--- config.mk ---
export PLATFORM = sky130hd
export DESIGN_NAME = fra_mul
export DESIGN_NICKNAME = d
export VERILOG_FILES = /design/src/rtl/fra_pkg.sv /design/src/rtl/fra_mul.sv
export SDC_FILE = /design/constraint.sdc
export NUM_CORES = 1
export LEC_CHECK = 0
export BUFFER_PORTS_ARGS = -buffer_cell sky130_fd_sc_hd__buf_2
export CAP_MARGIN = 20
export CORE_MARGIN = 3
export CORE_UTILIZATION = 53
export CTS_BUF_LIST = sky130_fd_sc_hd__clkbuf_8
export DETAILED_ROUTE_END_ITERATION = 8
export GPL_TIMING_DRIVEN = 0
export PLACE_DENSITY = 0.71
export RECOVER_POWER = 25
export SLEW_MARGIN = 20
export SYNTH_ARGS = -nofsm -noshare
export SYNTH_HDL_FRONTEND = slang
export SYNTH_SLANG_ARGS = --single-unit
--- constraint.sdc ---
create_clock -name clk_i -period 10.3 [get_ports clk_i]
set_clock_uncertainty 0.15 [all_clocks]
set_input_delay 2.06 -clock clk_i [delete_from_list [all_inputs] [get_ports clk_i]]
set_output_delay 2.06 -clock clk_i [all_outputs]
set_load 0.01 [all_outputs]
--- src/rtl/fra_pkg.sv ---
`default_nettype none
// ----------------------------------------------------------------------------
// fra_pkg: shared types and constants
// Sizes of the tree stores, beat field widths and the memory port bundle.
// ----------------------------------------------------------------------------
package fra_pkg;

  localparam int unsigned ENTRIES = 1024;
  localparam int unsigned ADDR_W  = $clog2(ENTRIES);
  localparam int unsigned POS_W   = ADDR_W + 2;
  localparam int unsigned IDX_W   = 10;
  localparam int unsigned DATA_W  = 32;

  localparam logic OP_ADD   = 1'b0;
  localparam logic OP_QUERY = 1'b1;

  typedef struct packed {
    logic              we;
    logic [ADDR_W-1:0] waddr;
    logic [DATA_W-1:0] wdata;
    logic              re;
    logic [ADDR_W-1:0] raddr;
  } ram_req_t;

endpackage
`default_nettype wire

--- src/rtl/fra_mul.sv ---
`default_nettype none
// ----------------------------------------------------------------------------
// fra_mul: shared multiplier
// 32x32 multiply keeping the low word, product held until the next enable.
// ----------------------------------------------------------------------------
module fra_mul (
  input  wire logic                      clk_i,
  input  wire logic                      en_i,
  input  wire logic [fra_pkg::DATA_W-1:0] a_i,
  input  wire logic [fra_pkg::DATA_W-1:0] b_i,
  output logic [fra_pkg::DATA_W-1:0]     p_o
);

  logic [fra_pkg::DATA_W-1:0] p_q;

  always_ff @(posedge clk_i) begin
    if (en_i) begin
      p_q <= fra_pkg::DATA_W'(a_i * b_i);
    end
  end

  assign p_o = p_q;

endmodule
`default_nettype wire

==> results of run 1 <==
per-stage QoR:
stage          TNS (ns)  cells  setup slack (ns)
4_1_cts               0   2244             0.126
2_1_floorplan         0   1745              1.77
3_5_place_dp     -0.350   2236            -0.182
3_3_place_gp     -0.248   2236            -0.137
5_1_grt               0   2244           0.00572
6_report              0   2245             0.119
critical path: stages:
cell and delay (ns):
buf_2 0.11, clkbuf_1 0.60, clkbuf_1 0.65, and2_1 0.26
fa_1 0.40, inv_1 0.09, fa_1 0.43, fa_1 0.50
fa_1 0.56, inv_1 0.06, fa_1 0.48, fa_1 0.56
fa_1 0.42, fa_1 0.47, ha_1 0.39, nand2_1 0.16
a2111oi_0 0.89, a211oi_1 0.41, o31ai_1 0.47, xnor2_1 0.10
repair_timing:
action	CTS	global route
endpoints found under the setup margin	0	2
gates resized for setup	0	3
hold buffers	0	0
how the worst max path moves through the flow:
stage,from,to,slack (ns),depth (start not counted)
floorplan,b_i[3],p_o[30],1.77,24
global placement,b_i[3],p_o[29],-0.14,25
detailed placement,b_i[3],p_o[31],-0.18,23
CTS,b_i[3],p_o[31],0.13,23
global route,b_i[2],p_o[31],0.006,20
finish,b_i[2],p_o[31],0.12,20
metal layers:
layer  global-route usage [%]  wire length (microns)
met5                        0                     13
met3                     4.10                   4040
met1                     41.3                  19800
met4                     14.5                   2640
met2                     49.7                  23200
synthesized netlist by cell type (4+ instances only):
master / count / area (sq um)
clkbuf_1: 80 / 300
nand4_1: 4 / 25.0
o21bai_1: 5 / 37.5
ha_1: 123 / 1540
edfxtp_1: 32 / 961
o21ai_0: 13 / 65.1
nor2_1: 10 / 37.5
fa_1: 408 / 8170
nand3_1: 5 / 25.0
and2_1: 367 / 2300
nand2_1: 179 / 672
inv_1: 362 / 1360
xnor2_1: 69 / 604
xor2_1: 17 / 149
a21o_1: 7 / 52.6
a21oi_1: 23 / 115
cell type report:
type,instances,area (sq um),area share (%)
multi-input cells,1269,14100,79.3
inverters,362,1360,7.64
flip-flops and latches,32,961,5.41
well taps,396,495,2.79
repair buffers,95,474,2.67
plain buffers,82,312,1.75
clock buffers,5,68.8,0.387
clock inverters,3,13.8,0.0774
diodes,1,2.50,0.0141
logic make-up after synthesis:
group | count (synthesis) | synth area share, %
fa+ha+maj | 531 | 58.0
simple gates | 573 | 18.6
buf+inv | 444 | 9.98
xor+xnor | 86 | 4.50
flops | 32 | 5.75
compound gates | 79 | 3.13
==> out/metrics.cfg, run 1 <==
[synthesis]
synth_cells=1745
synth_flop_cell=edfxtp_1
ys_ff_latch=32
netlist_area_sq_mm=0.0167
ys_seq_area_share_pct=5.75
syn_area_per_cell_sq_um=9.58
ys_async_sr_fraction_pct=0
synthDistinctLibCells=38
yosysWarnings=0
synth-edff-count=32
syn_nets=2342

[cts]
postCtsSetupBuffers=0
cts_tree=done
clkTransAtPathRegs_ns=0.07
htree_levels=2
root_buffer=clkbuf_8
cts_buffer_depth=2
clkSinkCount=32
cts_buffers=5

[routing]
drt_pass1_iterations=5
postRouteAntennaNets=0
detail_route.wl_per_cell_microns=22.1
via_count=12323
drcViolationCount=0
drtIter0Drc=861
vias_per_cell=5.49
routed_wl_microns=49700

[placement]
hpwl_microns=42300
place_area_sq_mm=0.0177
place.gp.congestion=0.973
portBuffers=95

[sta]
whs_ns=1.98
fin_crit_ns=10.18
rsz0062_at_grt=no
final_max_slew_viol_count=33
maxSlewHeadroom_pct=-20.5
finalHoldViolCount=0
final-setup-viol-count=0
worstMarginPinSlew_ns=1.81
finalCritPeriodShare_pct=98.8
fmax_mhz=98.2

[hold_path]
hp-start=b_i[0]
hold_end=p_o[0]
holdPathStages=2
hold_path.class=in2reg

[run]
maxCapViolCount=1

[die]
start_util_pct=54.2
dieArea_sq_mm=0.0337
die_h_microns=184
fp-row-count=64
core_sq_mm=0.0308
ios=98
die_w_microns=184

[worst_setup_path]
crit_required_ns=10.19
crit_arrival_ns=10.08
path_max_fanout=10
crit_type=in2reg
end_kind=flip-flop
worst_setup_path_start_kind=input pin

[finish]
final_layout_size_suffix_gt1_share_pct=6.01
fin_util_pct=57.7
areaGrowthSynthToFinish_pct=6.31
final_cell_mix=fa_1 (408), and2_1 (366), inv_1 (362)
nets=2444
largest_register_ffs=32
final_cell_area_sq_mm=0.0178
final_common_cell=fa_1
fill_cells=2768

[run_status]
status=complete, but fails checks
failed_checks=max-capacitance violations, max-slew violations

[grt]
grt_antenna_before_repair=1
grt_pass1_wl_microns=76700
globalRouteOverflowTotal=0
grt_max_degree=33
grt_pass1_vias=13387
grt.total_usage_pct=30.7

Power of run 1 is left out: the tool's default activity adds up to more than one toggle a clock period on the data nets, which glitch-free logic cannot reach.
==> run 2, diff against run 1 <==
--- a/config.mk
+++ b/config.mk
@@ -12,7 +12,7 @@
 export CTS_BUF_LIST = sky130_fd_sc_hd__clkbuf_8
 export DETAILED_ROUTE_END_ITERATION = 8
 export GPL_TIMING_DRIVEN = 0
-export PLACE_DENSITY = 0.71
+export PLACE_DENSITY = 0.82
 export RECOVER_POWER = 25
 export SLEW_MARGIN = 20
 export SYNTH_ARGS = -nofsm -noshare
==> run 2 against run 1 <==
  * The run still ends with max-capacitance violations, max-slew violations left
  * Utilization grew 0.073 points
  * Final cell count is essentially flat
  * First-iteration DRC count grew 19%
  * Final area grew 0.13%
  * Global-route usage shrank 0.17 points
  * Sequential share of layout area is essentially flat
  * Die area is the same
  * Maximum frequency grew 2.5%
  * Non-clock buffer count is the same
  * Via count grew 0.81%
  * Highest routed layer unchanged
==> out/metrics.cfg, run 2 (synthesis results as in run 1) <==
[worst_setup_path]
worst_setup_path_start_kind=input pin
cp_num_buf_inv=7
path_max_fanout=10
crit_path_max_incr_delay_ns=0.74
crit_type=in2reg
critPathTopFamily=adder cells
slowest_stage=a211oi_1
crit_top_cell=fa_1
crit_required_ns=10.19
crit_arrival_ns=9.83
end_kind=flip-flop

[die]
ios=98
start_util_pct=54.2
die_h_microns=184
die_w_microns=184
fp-row-count=64
core_sq_mm=0.0308
dieArea_sq_mm=0.0337

[finish]
nets=2444
multi_input_area_sq_mm=0.0141
final_layout_size_suffix_gt1_share_pct=6.01
areaGrowthSynthToFinish_pct=6.45
num_antenna_cells=0
final_common_cell=fa_1
final_cell_mix=fa_1 (408), and2_1 (366), inv_1 (363)
fill_cells=2690
seq_area_sq_um=961
final_cell_area_sq_mm=0.0178
largest_register_ffs=32
final_cells=2244

[routing]
drcViolationCount=0
routed_wl_microns=49700
drtIter0Drc=1025
drt_pass1_iterations=6
vias_per_cell=5.54
via_count=12423
detail_route.wl_per_cell_microns=22.1
postRouteAntennaNets=0

[cts]
clkTransAtPathRegs_ns=0.07
root_buffer=clkbuf_8
htree_levels=2
cts_buffer_depth=2
clkSinkCount=32
cts_tree=done
postCtsSetupBuffers=0
cts_buffers=5

[hold_path]
hold_path.class=in2reg

[grt]
grt_use_met3_pct=7.42
grt.total_usage_pct=30.5
grt_pass1_wl_microns=77000
grt_antenna_before_repair=3
grt_max_degree=33
grt_pass1_vias=13651
busiest_layer=met2
globalRouteOverflowTotal=0
met1_usage_pct=39.2
grtUsageMet2_pct=49.4

[placement]
place_area_sq_mm=0.0177
placed_cells_incl_taps=2236
hpwl_microns=42300
portBuffers=95
pre_cts_ws_ns=-0.115
place.gp.congestion=0.986

[sta]
worstMarginPinSlew_ns=1.74
fmax_mhz=101
final_max_slew_viol_count=33
finalHoldViolCount=0
maxSlewHeadroom_pct=-15.8
finalCritPeriodShare_pct=96.5
final-setup-viol-count=0
tns_ns=0
layout_setup_ws_ns=0.363
fin_crit_ns=9.94
rsz0062_at_grt=no

[run_status]
status=complete, but fails checks
failed_checks=max-capacitance violations, max-slew violations

[run]
maxCapViolCount=1

[run 2: metrics by stage]
step | util [%] | hold slack [ns]
2_1_floorplan | - | 2.02
4_1_cts | 57.7 | 1.99
6_report | 57.7 | 2.00
3_3_place_gp | 57.4 | 2.29
5_1_grt | 57.7 | 2.02
3_5_place_dp | 57.4 | 2.29
[run 2: final timing paths]
check    from       to  slack (ns)  depth (start not counted)
max    b_i[3]  p_o[29]        0.36                         25
min    b_i[0]   p_o[0]        2.00                          2
[run 2: routing by layer]
layer / part of all wire, % / vias to the layer above / wire, microns
li1: - / 5292 / -
met1: 38 / 6335 / 18700
met2: 46 / 647 / 23100
met3: 10 / 147 / 5110
met4: 5.5 / 2 / 2730
met5: 0.034 / - / 17
[run 2: cell type report]
cell class | instances | area share (%)
timing repair buffer | 95 | 2.66
clock buffer | 5 | 0.387
inverter | 362 | 7.63
buffer | 82 | 1.75
sequential | 32 | 5.40
tap | 396 | 2.78
multi-input combinational | 1269 | 79.2
clock inverter | 3 | 0.218
[run 2: timing repair]
action / 4_1_cts / 5_1_grt
hold buffers: 0 / 0
resized for setup: 0 / 3
endpoints found under the setup margin: 0 / 2
Power of run 2 is left out for the same reason.
==> run 3, diff against run 2 <==
==> constraint.sdc (replaced) <==
create_clock -name clk_i -period 10.3 [get_ports clk_i]
set_clock_uncertainty 0.15 [all_clocks]
set_input_delay 1.03 -clock clk_i [delete_from_list [all_inputs] [get_ports clk_i]]
set_output_delay 1.03 -clock clk_i [all_outputs]
set_load 0.01 [all_outputs]
==> run 3 against run 2 <==
  * The flow still finishes with violations (max-capacitance violations, max-slew violations)
  * Maximum frequency grew 8.0%
  * Non-clock buffer count is the same
  * Final area hardly changed
  * Critical path depth unchanged
  * Largest cell class unchanged
==> out/metrics.cfg, run 3 (synthesis results as in run 1) <==
[run_status]
status=complete, but fails checks
failed_checks=max-capacitance violations, max-slew violations

[cts]
cts_resized=0
clkTransAtPathRegs_ns=0.07
cts_buffers=5
htree_levels=2
postCtsSetupBuffers=0
cts_buffer_depth=2
ctsHoldBuffers=0
cts_tree=done
clkSinkCount=32
root_buffer=clkbuf_8

[finish]
final_cell_area_sq_mm=0.0178
areaGrowthSynthToFinish_pct=6.44
seq_area_sq_um=961
final_layout_size_suffix_gt1_share_pct=5.95
nets=2444
largest_register_ffs=32
multi_input_area_sq_mm=0.0141
fill_cells=2691
final_common_cell=fa_1
num_antenna_cells=0
final_cell_mix=fa_1 (408), and2_1 (366), inv_1 (363)

[grt]
grt_pass1_vias=13651
globalRouteOverflowTotal=0
grt_antenna_before_repair=3
grt.total_usage_pct=30.5
grt_pass1_wl_microns=77000
grt_max_degree=33

[worst_setup_path]
path_max_fanout=10
crit_path_max_incr_delay_ns=0.77
worst_setup_path_start_kind=input pin
crit_required_ns=10.19
crit_top_cell=fa_1
slowest_stage=clkbuf_1
end_kind=flip-flop
crit_type=in2reg
crit_arrival_ns=9.09

[die]
dieArea_sq_mm=0.0337
core_sq_mm=0.0308
die_w_microns=184
die_h_microns=184
ios=98
fp-row-count=64
start_util_pct=54.2

[sta]
final-setup-viol-count=0
rsz0062_at_grt=no
fmax_mhz=109
maxSlewHeadroom_pct=-15.7
worstMarginPinSlew_ns=1.74
finalCritPeriodShare_pct=89.3
final_max_slew_viol_count=33
fin_crit_ns=9.20
finalHoldViolCount=0
tns_ns=0

[routing]
postRouteAntennaNets=0
via_count=12451
drcViolationCount=0
drt_pass1_iterations=5
vias_per_cell=5.55
drtIter0Drc=1034
routed_wl_microns=49700
detail_route.wl_per_cell_microns=22.1

[placement]
place_area_sq_mm=0.0177
portBuffers=95
hpwl_microns=42300
place.gp.congestion=0.986

[hold_path]
hold_path.class=in2reg

[run]
maxCapViolCount=1

==> run 3: cell counts in the layout (fill, tap and decap cells not counted) <==
Identical to the previous run, type by type.
==> run 3: path summary, 6_finish.rpt <==
kind,startpoint,to,slack (ns),cells after the start
hold / removal,b_i[0],p_o[0],0.97,2
setup / recovery,b_i[3],p_o[29],1.10,25
==> run 3: per-layer routing <==
layer | routed length, microns | share of wire (%) | track usage, % | vias up
li1 | - | - | - | 5289
met1 | 18600 | 38 | 39.2 | 6352
met2 | 23100 | 47 | 49.4 | 663
met3 | 5220 | 11 | 7.42 | 145
met4 | 2690 | 5.4 | 13.5 | 2
met5 | 17 | 0.034 | 0 | -
==> run 3: worst max-delay path, delay by kind of cell <==
family                   cells  cell delay [ns]
XOR/XNOR                     1             0.08
AO/OA/AOI/OAI                7             1.78
buffers and inverters        7             1.69
adder cells (fa/ha/maj)      9             4.21
AND/OR/NAND/NOR              1             0.27
==> run 3: final cells by class <==
cell class	instances	share of cell area, %
buffer	82	1.74
clock buffer	5	0.387
clock inverter	3	0.218
inverter	362	7.63
multi-input combinational	1269	79.2
sequential	32	5.40
tap	396	2.78
timing repair buffer	95	2.66
==> run 3: stage by stage <==
stage	utilization [%]	hold WS, ns	instances	setup WS (ns)
finish	57.7	0.971	2244	1.10
global route	57.7	0.985	2244	0.805
CTS	57.7	0.955	2244	1.22
detailed placement	57.4	1.26	2236	0.915
global placement	57.4	1.26	2236	1.01
floorplan	-	0.992	1745	2.80
Power of run 3 is left out for the same reason.
